[src/sv/slxfr_pkg.sv]
package slxfr_pkg;

  // Input transaction: one received byte or one time tick.
  typedef struct packed {
    logic       cmd;
    logic [7:0] data_byte;
  } slxfr_in_t;

  // Result transaction.
  typedef struct packed {
    logic [2:0] status;
    logic [7:0] payload_byte;
    logic       byte_valid;
    logic [7:0] frame_length;
    logic       last;
  } slxfr_out_t;

  // Command codes.
  localparam logic CMD_BYTE = 1'b0;
  localparam logic CMD_TICK = 1'b1;

  // Status codes.
  localparam logic [2:0] ST_OK   = 3'd0;
  localparam logic [2:0] ST_IDLE = 3'd1;
  localparam logic [2:0] ST_BYTE = 3'd2;
  localparam logic [2:0] ST_LONG = 3'd3;
  localparam logic [2:0] ST_SUM  = 3'd4;
  localparam logic [2:0] ST_ZERO = 3'd5;

  localparam logic [7:0] SYNC_BYTE = 8'h55;

  // Configuration port.
  localparam int CFG_AW = 4;
  localparam int CFG_DW = 32;
  localparam logic [1:0] REG_IDLE_TMO = 2'd0;
  localparam logic [1:0] REG_BYTE_TMO = 2'd1;
  localparam logic [1:0] REG_MAX_LEN  = 2'd2;

  localparam logic [15:0] IDLE_TMO_RST = 16'd100;
  localparam logic [15:0] BYTE_TMO_RST = 16'd5;
  localparam logic [5:0]  MAX_LEN_RST  = 6'd32;

endpackage

[src/sv/sync_length_xor_frame_receiver.sv]
// Sync-byte, length-prefixed frame receiver with XOR checksum.
// Input channel (in_valid/in_ready/in_data): each transaction is either one
// received byte or one time tick. The receiver hunts for 0x55, takes a length
// byte L, then L body bytes whose XOR must be zero (the last is the checksum).
// Result channel (out_valid/out_ready/out_data): a good frame gives its L-1
// payload bytes as a run closed by last; any error gives one status result.
// The APB-style port holds the idle timeout, byte timeout and maximum length.
// A byte or tick is accepted when in_valid and in_ready are both high, and any
// single result it causes is registered at that same edge, so it appears in the
// next cycle. After the final byte of a good frame the body is read back from
// the payload RAM: each payload byte is first read from the RAM and then loaded
// into the output register once it is free; no input is taken during that run.
// Input is accepted while the output register is empty or being emptied, so a
// stalled receiver of results holds back the input channel and nothing is lost.
// Reset (synchronous, active low) returns to hunting, empties the output
// register and loads the register defaults 100, 5 and 32. The payload RAM is
// not cleared; only entries written in the current frame are read.
module sync_length_xor_frame_receiver #(
  parameter int BUFFER_BYTES = 32
) (
  input  logic                        clk,
  input  logic                        rst_n,
  input  logic                        in_valid,
  output logic                        in_ready,
  input  slxfr_pkg::slxfr_in_t        in_data,
  output logic                        out_valid,
  input  logic                        out_ready,
  output slxfr_pkg::slxfr_out_t       out_data,
  input  logic                        psel,
  input  logic                        penable,
  input  logic                        pwrite,
  input  logic [slxfr_pkg::CFG_AW-1:0] paddr,
  input  logic [slxfr_pkg::CFG_DW-1:0] pwdata,
  output logic [slxfr_pkg::CFG_DW-1:0] prdata,
  output logic                        pready
);

  localparam int IDX_W = $clog2(BUFFER_BYTES);
  localparam logic [7:0] BUF_LEN = 8'(BUFFER_BYTES);

  typedef enum logic [1:0] {S_RUN, S_DRD, S_DOUT} state_t;
  typedef enum logic [1:0] {PH_HUNT, PH_LEN, PH_BODY} phase_t;

  state_t               st_r, st_nxt;
  phase_t               phase_r, phase_nxt;
  logic [7:0]           exp_len_r, exp_len_nxt;
  logic [7:0]           rcv_cnt_r, rcv_cnt_nxt;
  logic [7:0]           xor_r, xor_nxt;
  logic [15:0]          tick_r, tick_nxt;
  logic [IDX_W-1:0]     idx_r, idx_nxt;
  logic                 out_valid_r, out_valid_nxt;
  slxfr_pkg::slxfr_out_t out_data_r, out_data_nxt;

  logic [15:0]          idle_tmo_r;
  logic [15:0]          byte_tmo_r;
  logic [5:0]           max_len_r;

  logic                 ram_we;
  logic                 ram_re;
  logic [7:0]           ram_rdata;

  logic                 cfg_wr;
  logic [1:0]           cfg_idx;
  logic [7:0]           limit;
  logic [15:0]          tick_lim;
  logic [7:0]           rcv_inc;
  logic [7:0]           xor_new;
  logic                 drain_last;
  logic                 slot_free;

  // Configuration port.
  assign pready  = 1'b1;
  assign cfg_wr  = psel && penable && pwrite;
  assign cfg_idx = paddr[3:2];

  always_comb begin
    unique case (cfg_idx)
      slxfr_pkg::REG_IDLE_TMO: prdata = slxfr_pkg::CFG_DW'(idle_tmo_r);
      slxfr_pkg::REG_BYTE_TMO: prdata = slxfr_pkg::CFG_DW'(byte_tmo_r);
      slxfr_pkg::REG_MAX_LEN:  prdata = slxfr_pkg::CFG_DW'(max_len_r);
      default:                 prdata = '0;
    endcase
  end

  always_ff @(posedge clk) begin
    if (!rst_n) begin
      idle_tmo_r <= slxfr_pkg::IDLE_TMO_RST;
      byte_tmo_r <= slxfr_pkg::BYTE_TMO_RST;
      max_len_r  <= slxfr_pkg::MAX_LEN_RST;
    end else if (cfg_wr) begin
      unique case (cfg_idx)
        slxfr_pkg::REG_IDLE_TMO: idle_tmo_r <= pwdata[15:0];
        slxfr_pkg::REG_BYTE_TMO: byte_tmo_r <= pwdata[15:0];
        slxfr_pkg::REG_MAX_LEN:  max_len_r  <= pwdata[5:0];
        default: ;
      endcase
    end
  end

  // Payload store. Drain reads only happen while input is blocked, so a
  // read never meets a write to the same entry.
  slxfr_ram #(
    .DEPTH (BUFFER_BYTES)
  ) u_ram (
    .clk   (clk),
    .we    (ram_we),
    .waddr (rcv_cnt_r[IDX_W-1:0]),
    .wdata (in_data.data_byte),
    .re    (ram_re),
    .raddr (idx_r),
    .rdata (ram_rdata)
  );

  // Shared derived values.
  assign limit      = (8'(max_len_r) < BUF_LEN) ? 8'(max_len_r) : BUF_LEN;
  assign tick_lim   = (phase_r == PH_HUNT) ? idle_tmo_r : byte_tmo_r;
  assign rcv_inc    = rcv_cnt_r + 8'd1;
  assign xor_new    = xor_r ^ in_data.data_byte;
  assign drain_last = (8'(idx_r) + 8'd2) == exp_len_r;
  assign slot_free  = !out_valid_r || out_ready;
  assign in_ready   = (st_r == S_RUN) && slot_free;

  // Next-state logic for the frame state and the output register.
  always_comb begin
    st_nxt        = st_r;
    phase_nxt     = phase_r;
    exp_len_nxt   = exp_len_r;
    rcv_cnt_nxt   = rcv_cnt_r;
    xor_nxt       = xor_r;
    tick_nxt      = tick_r;
    idx_nxt       = idx_r;
    out_valid_nxt = out_valid_r && !out_ready;
    out_data_nxt  = out_data_r;
    ram_we        = 1'b0;
    ram_re        = 1'b0;

    unique case (st_r)
      S_RUN: begin
        if (in_valid && in_ready) begin
          out_data_nxt.status       = slxfr_pkg::ST_OK;
          out_data_nxt.payload_byte = 8'd0;
          out_data_nxt.byte_valid   = 1'b0;
          out_data_nxt.frame_length = 8'd0;
          out_data_nxt.last         = 1'b1;
          if (in_data.cmd == slxfr_pkg::CMD_TICK) begin
            // Tick: count up, or time out once the limit is reached.
            if (tick_r < tick_lim) begin
              tick_nxt = tick_r + 16'd1;
            end else begin
              tick_nxt      = 16'd0;
              out_valid_nxt = 1'b1;
              if (phase_r == PH_HUNT) begin
                out_data_nxt.status = slxfr_pkg::ST_IDLE;
              end else begin
                out_data_nxt.status = slxfr_pkg::ST_BYTE;
                if (phase_r == PH_BODY) begin
                  out_data_nxt.frame_length = exp_len_r;
                end
                phase_nxt = PH_HUNT;
              end
            end
          end else begin
            tick_nxt = 16'd0;
            unique case (phase_r)
              PH_HUNT: begin
                if (in_data.data_byte == slxfr_pkg::SYNC_BYTE) begin
                  phase_nxt = PH_LEN;
                end
              end
              PH_LEN: begin
                if (in_data.data_byte == 8'd0) begin
                  out_valid_nxt       = 1'b1;
                  out_data_nxt.status = slxfr_pkg::ST_ZERO;
                  phase_nxt           = PH_HUNT;
                end else begin
                  exp_len_nxt = in_data.data_byte;
                  rcv_cnt_nxt = 8'd0;
                  xor_nxt     = 8'd0;
                  phase_nxt   = PH_BODY;
                end
              end
              default: begin
                // Body byte: store while there is room, then judge at the end.
                ram_we      = rcv_cnt_r < BUF_LEN;
                xor_nxt     = xor_new;
                rcv_cnt_nxt = rcv_inc;
                if (rcv_inc >= exp_len_r) begin
                  phase_nxt                 = PH_HUNT;
                  out_data_nxt.frame_length = exp_len_r;
                  if (exp_len_r > limit) begin
                    out_valid_nxt       = 1'b1;
                    out_data_nxt.status = slxfr_pkg::ST_LONG;
                  end else if (xor_new != 8'd0) begin
                    out_valid_nxt       = 1'b1;
                    out_data_nxt.status = slxfr_pkg::ST_SUM;
                  end else if (exp_len_r == 8'd1) begin
                    out_valid_nxt = 1'b1;
                  end else begin
                    idx_nxt = '0;
                    st_nxt  = S_DRD;
                  end
                end
              end
            endcase
          end
        end
      end
      S_DRD: begin
        ram_re = 1'b1;
        st_nxt = S_DOUT;
      end
      S_DOUT: begin
        // Load one payload byte once the output register is free.
        if (slot_free) begin
          out_valid_nxt             = 1'b1;
          out_data_nxt.status       = slxfr_pkg::ST_OK;
          out_data_nxt.payload_byte = ram_rdata;
          out_data_nxt.byte_valid   = 1'b1;
          out_data_nxt.frame_length = exp_len_r;
          out_data_nxt.last         = drain_last;
          if (drain_last) begin
            st_nxt = S_RUN;
          end else begin
            idx_nxt = idx_r + IDX_W'(1);
            st_nxt  = S_DRD;
          end
        end
      end
      default: begin
        st_nxt = S_RUN;
      end
    endcase
  end

  // State and registered outputs.
  always_ff @(posedge clk) begin
    if (!rst_n) begin
      st_r        <= S_RUN;
      phase_r     <= PH_HUNT;
      exp_len_r   <= 8'd0;
      rcv_cnt_r   <= 8'd0;
      xor_r       <= 8'd0;
      tick_r      <= 16'd0;
      idx_r       <= '0;
      out_valid_r <= 1'b0;
    end else begin
      st_r        <= st_nxt;
      phase_r     <= phase_nxt;
      exp_len_r   <= exp_len_nxt;
      rcv_cnt_r   <= rcv_cnt_nxt;
      xor_r       <= xor_nxt;
      tick_r      <= tick_nxt;
      idx_r       <= idx_nxt;
      out_valid_r <= out_valid_nxt;
    end
    out_data_r <= out_data_nxt;
  end

  assign out_valid = out_valid_r;
  assign out_data  = out_data_r;

endmodule

[src/sv/slxfr_ram.sv]
module slxfr_ram #(
  parameter int DEPTH = 32
) (
  input  logic                     clk,
  input  logic                     we,
  input  logic [$clog2(DEPTH)-1:0] waddr,
  input  logic [7:0]               wdata,
  input  logic                     re,
  input  logic [$clog2(DEPTH)-1:0] raddr,
  output logic [7:0]               rdata
);

  logic [7:0] mem [DEPTH];
  logic [7:0] rdata_r;

  // One write port and one registered read port.
  always_ff @(posedge clk) begin
    if (we) begin
      mem[waddr] <= wdata;
    end
    if (re) begin
      rdata_r <= mem[raddr];
    end
  end

  assign rdata = rdata_r;

endmodule

[config.mk]
export PLATFORM = sky130hd
export DESIGN_NAME = sync_length_xor_frame_receiver
export DESIGN_NICKNAME = d
export VERILOG_FILES = /design/src/sv/slxfr_pkg.sv /design/src/sv/sync_length_xor_frame_receiver.sv /design/src/sv/slxfr_ram.sv
export SDC_FILE = /design/constraint.sdc
export NUM_CORES = 1
export LEC_CHECK = 0
export ABC_AREA = 1
export BUFFER_PORTS_ARGS = -buffer_cell sky130_fd_sc_hd__buf_2
export CORE_MARGIN = 3
export CORE_UTILIZATION = 47
export DETAILED_ROUTE_END_ITERATION = 8
export PLACE_DENSITY = 0.71
export REMOVE_ABC_BUFFERS = 1
export SKIP_CTS_REPAIR_TIMING = 1
export SLEW_MARGIN = 20
export SYNTH_ARGS = -nofsm -noshare
export SYNTH_HDL_FRONTEND = slang
export SYNTH_HIERARCHICAL = 1
export SYNTH_SLANG_ARGS = --single-unit
[constraint.sdc]
create_clock -name clk -period 3.5 [get_ports clk]
set_input_delay 0.525 -clock clk [delete_from_list [all_inputs] [get_ports clk]]
set_output_delay 0.525 -clock clk [all_outputs]
set_load 0.02 [all_outputs]
==> results by group <==
CTS
  – Reg clk slew, reported paths: 0.06 ns
  – Clk sink count: 373
  – Clk Latency, worst-skew pair: between 0.5 and 0.6 ns
  – Clk root buf: clkbuf_16
  – CTS max path bufs: 3
  – TritonCTS clock tree: yes
  – H-tree levels: 2
  – CTS buffer count: 40

Floorplanning
  – Die width: slightly below 200 um
  – Die height: 196 um
  – IO Pins: 108
  – Initial core utilization: 48.4%
  – Core area: approximately 35000 um^2
  – Die ar.: 38400 um^2
  – Rows: 68

Logic synthesis
  – Adder-cell share of the synthesized area: ~2.4%
  – Yosys reg bits: about 370
  – Dominant cells by area after synthesis: edfxtp_1 (50%), nand2_1 (11%), dfxtp_1 (10%), nand3_1 (6.9%), nor2_1 (2.5%)
  – Synth Flop Type: edfxtp_1
  – Most numerous cell in the Yosys netlist: nand2_1
  – Post-synthesis compound-gate area fraction: 5.27%
  – Netlist cell types: 46
  – Synth Area in XOR/XNOR: 1.45%
  – Top cell type's share of synthesized area: 50.5%
  – Leading area contributor after synthesis: edfxtp_1
  – Async SR Flop Fraction: 0%
  – Post-Synth Simple-Gate Area: a little under a quarter
  – Synth Warn #: 6
  – Syn Inst Count: 1721
  – Syn Area/Cell: about 10 um^2
  – Top post-synthesis cells by count: nand2_1 (513), edfxtp_1 (285), nand3_1 (233)
  – Seq/Total Area, Yosys: 60.9%
  – EDFF count, synth: 285
  – Syn Std Cell Area: 16900 um^2
  – Mux share of post-synthesis cell area: 0%
  – Largest family of logic cells by synthesized area: simple AND/OR/NAND/NOR gates

Setup path
  – Worst EP required: 3.99 ns
  – Max incr delay on CP: between 0.5 and 0.6 ns
  – CP arrival: ~3.5 ns
  – Crit path cell chain: nand3_1 > nand3b_1 > nand3b_1 > xor2_1 > inv_1 > ha_1 > inv_1 > nor3_2 > nand4_1 > nand3_1 > nand2_1 > o21ai_2 > nand2_4 > nor2_2 > nand3_1 > nand2_1
  – Startpoint types: flop
  – Most used cell along the critical path: nand3_1
  – Slowest cell on the critical path: dfxtp_1
  – Reg2Reg Depth: 16
  – Worst setup EP type: flop
  – Kind of critical path: flop to flop
  – Worst-path fanout max: 9

Final layout
  – Nets@finish: 1899
  – Final Util: a little over half
  – Fillers: 3049
  – Layout area overhead: 12.0%
  – Ant diodes: 0
  – Share of layout cells above drive strength 1: 12.5%

Placed design
  – HPWL after DPL: 26.0 mm
  – Port Buffers: 72
  – GP Congestion: 0.908

Timing
  – Post-route clock period utilization: between 80% and 90%
  – Worst slew pin tran: 1.05 ns
  – RSZ-0062 raised after global routing: no
  – Fmax: between 0.3 and 0.4 GHz
  – Final setup fails: 0
  – Fin. Hold Viols: 0
  – Post-layout min period: between 3 and 4 ns
  – Relative slew slack: 29.7%
  – Final Max Slew Viols: 0
  – Clock Skew: 0.0272 ns

Outcome
  – Status: finished, final reports clean

Drt
  – Wl on met1: 17.5 mm
  – Post-route antenna net violation count: 0
  – Drt drc: 0
  – 1st-pass router iterations: 6
  – Via count: approximately 12k
  – Max Used Layer: met4
  – Final WL: 40.6 mm
  – Via/cell ratio: 5.37
  – Initial drt markers: 1157
  – Met3 Wirelength: 3.23 mm
  – WL/cell: 17.7 um
  – Met2 wire length: 18.8 mm

Global routing
  – Antenna violations before repair: 0
  – First-pass GRT wire length: 64.0 mm
  – Largest net degree at the start of global routing: 133
  – All-layer global routing usage: a little over a fifth
  – Grt ovf: 0
  – Vias in the first global route: between 10k and 15k

Pwr
  – Total power: 9.07 mW
  – Cell Pwr Density: 478 nW/um^2
  – Cell leakage power: 7.35 nW
  – Max VDD drop: 0.000332 V

Hold path
  – WHS Path Cells: 3
  – Hold Crit Class: input port to flop

Job
  – Max cap viols: 0
worst paths after layout:
| path | start | endpoint | slack, ns |
|---|---|---|---|
| setup reg to reg | rcv_cnt_r[2]$_SDFFE_PN0P_ | idx_r[1]$_SDFFE_PN0P_ | 0.50 |
| hold reg to reg | xor_r[6]$_SDFFE_PN0P_ | xor_r[6]$_SDFFE_PN0P_ | 0.47 |
| hold / removal | pwdata[2] | byte_tmo_r[2]$_SDFFE_PN1P_ | 0.25 |
| setup / recovery | rcv_cnt_r[2]$_SDFFE_PN0P_ | idx_r[1]$_SDFFE_PN0P_ | 0.50 |
power breakdown:
part | switching [mW] | total [mW] | internal, mW
clock network | 1.70 | 4.01 | 2.31
logic | 0.211 | 0.275 | 0.0643
registers | 0.0101 | 4.79 | 4.78
per-layer routing:
layer / global-route usage (%) / vias up
met3: 3.73 / 71
met5: 0 / -
li1: - / 5977
met1: 29.5 / 5848
met2: 32.8 / 445
met4: 6.63 / 0
final cells by class:
cell class,instances,area [um^2],share of cell area [%]
clock buffer,49,1060,5.57
clock inverter,21,183,0.963
inverter,106,399,2.10
multi-input combinational,1164,5630,29.7
sequential,373,10300,54.4
tap,455,569,3.00
timing repair buffer,129,813,4.29
cells by family (layout without fill, tap and decap cells):
kind of cell             count (synthesis)  in the layout
AO/OA/AOI/OAI                          166            166
XOR/XNOR                                28             28
adder cells (fa/ha/maj)                 33             33
buffers and inverters                  199            305
flip-flops                             373            373
other                                    2             17
AND/OR/NAND/NOR                        920            920
per-stage QoR:
| stage | hold slack (ns) | setup WS [ns] | instance area, um^2 | std cells | setup TNS, ns |
|---|---|---|---|---|---|
| 5_1_grt | 0.258 | 0.153 | 19000 | 2297 | 0 |
| 3_3_place_gp | 0.460 | 0.565 | 17700 | 2227 | 0 |
| 3_5_place_dp | 0.468 | 0.534 | 17700 | 2227 | 0 |
| 4_1_cts | 0.220 | 0.496 | 19000 | 2297 | 0 |
| 6_report | 0.250 | 0.496 | 19000 | 2297 | 0 |
| 2_1_floorplan | 0.444 | -1.29 | 16300 | 1643 | -10.67 |
state kept, by name, indices dropped and copies added, names as in the netlist, 6 cells and up:
register / cells
u_ram/mem: 256
out_data: 21
byte_tmo_r: 16
idle_tmo_r: 16
tick_r: 16
exp_len_r: 8
rcv_cnt_r: 8
u_ram/rdata: 8
xor_r: 8
max_len_r: 6
critical path, delay by kind of cell (launching register included):
family,cells,cell delay (ns)
DFF,1,0.52
and+or+nand+nor,11,1.55
buffers and inverters,2,0.13
adders and majority gates,1,0.29
xor gates and xnor gates,1,0.14
AOI/OAI and AO/OA,1,0.31
layout by cell type, fill, tap and decap left out, types with 3 or more instances in the layout:
cell | synthesis | layout
a21oi_1 | 68 | 68
nor2_2 | 4 | 5
nor4_1 | 3 | 3
buf_2 | 19 | 72
buf_4 | 22 | 55
nor3_1 | 13 | 13
xnor2_1 | 8 | 8
nand3_1 | 233 | 233
nand4_1 | 4 | 4
inv_1 | 95 | 94
conb_1 | 2 | 17
o211ai_1 | 10 | 10
o21ai_0 | 76 | 76
xor2_1 | 20 | 20
nor2_4 | 14 | 14
inv_2 | 7 | 7
clkbuf_1 | 23 | 8
nand2_1 | 513 | 513
clkinv_1 | 4 | 10
nand3b_1 | 3 | 3
ha_1 | 33 | 33
clkbuf_16 | 0 | 41
dfxtp_1 | 88 | 86
clkinv_2 | 0 | 10
edfxtp_1 | 285 | 285
nor2_1 | 115 | 114
Power figures use the tool's default switching activity.
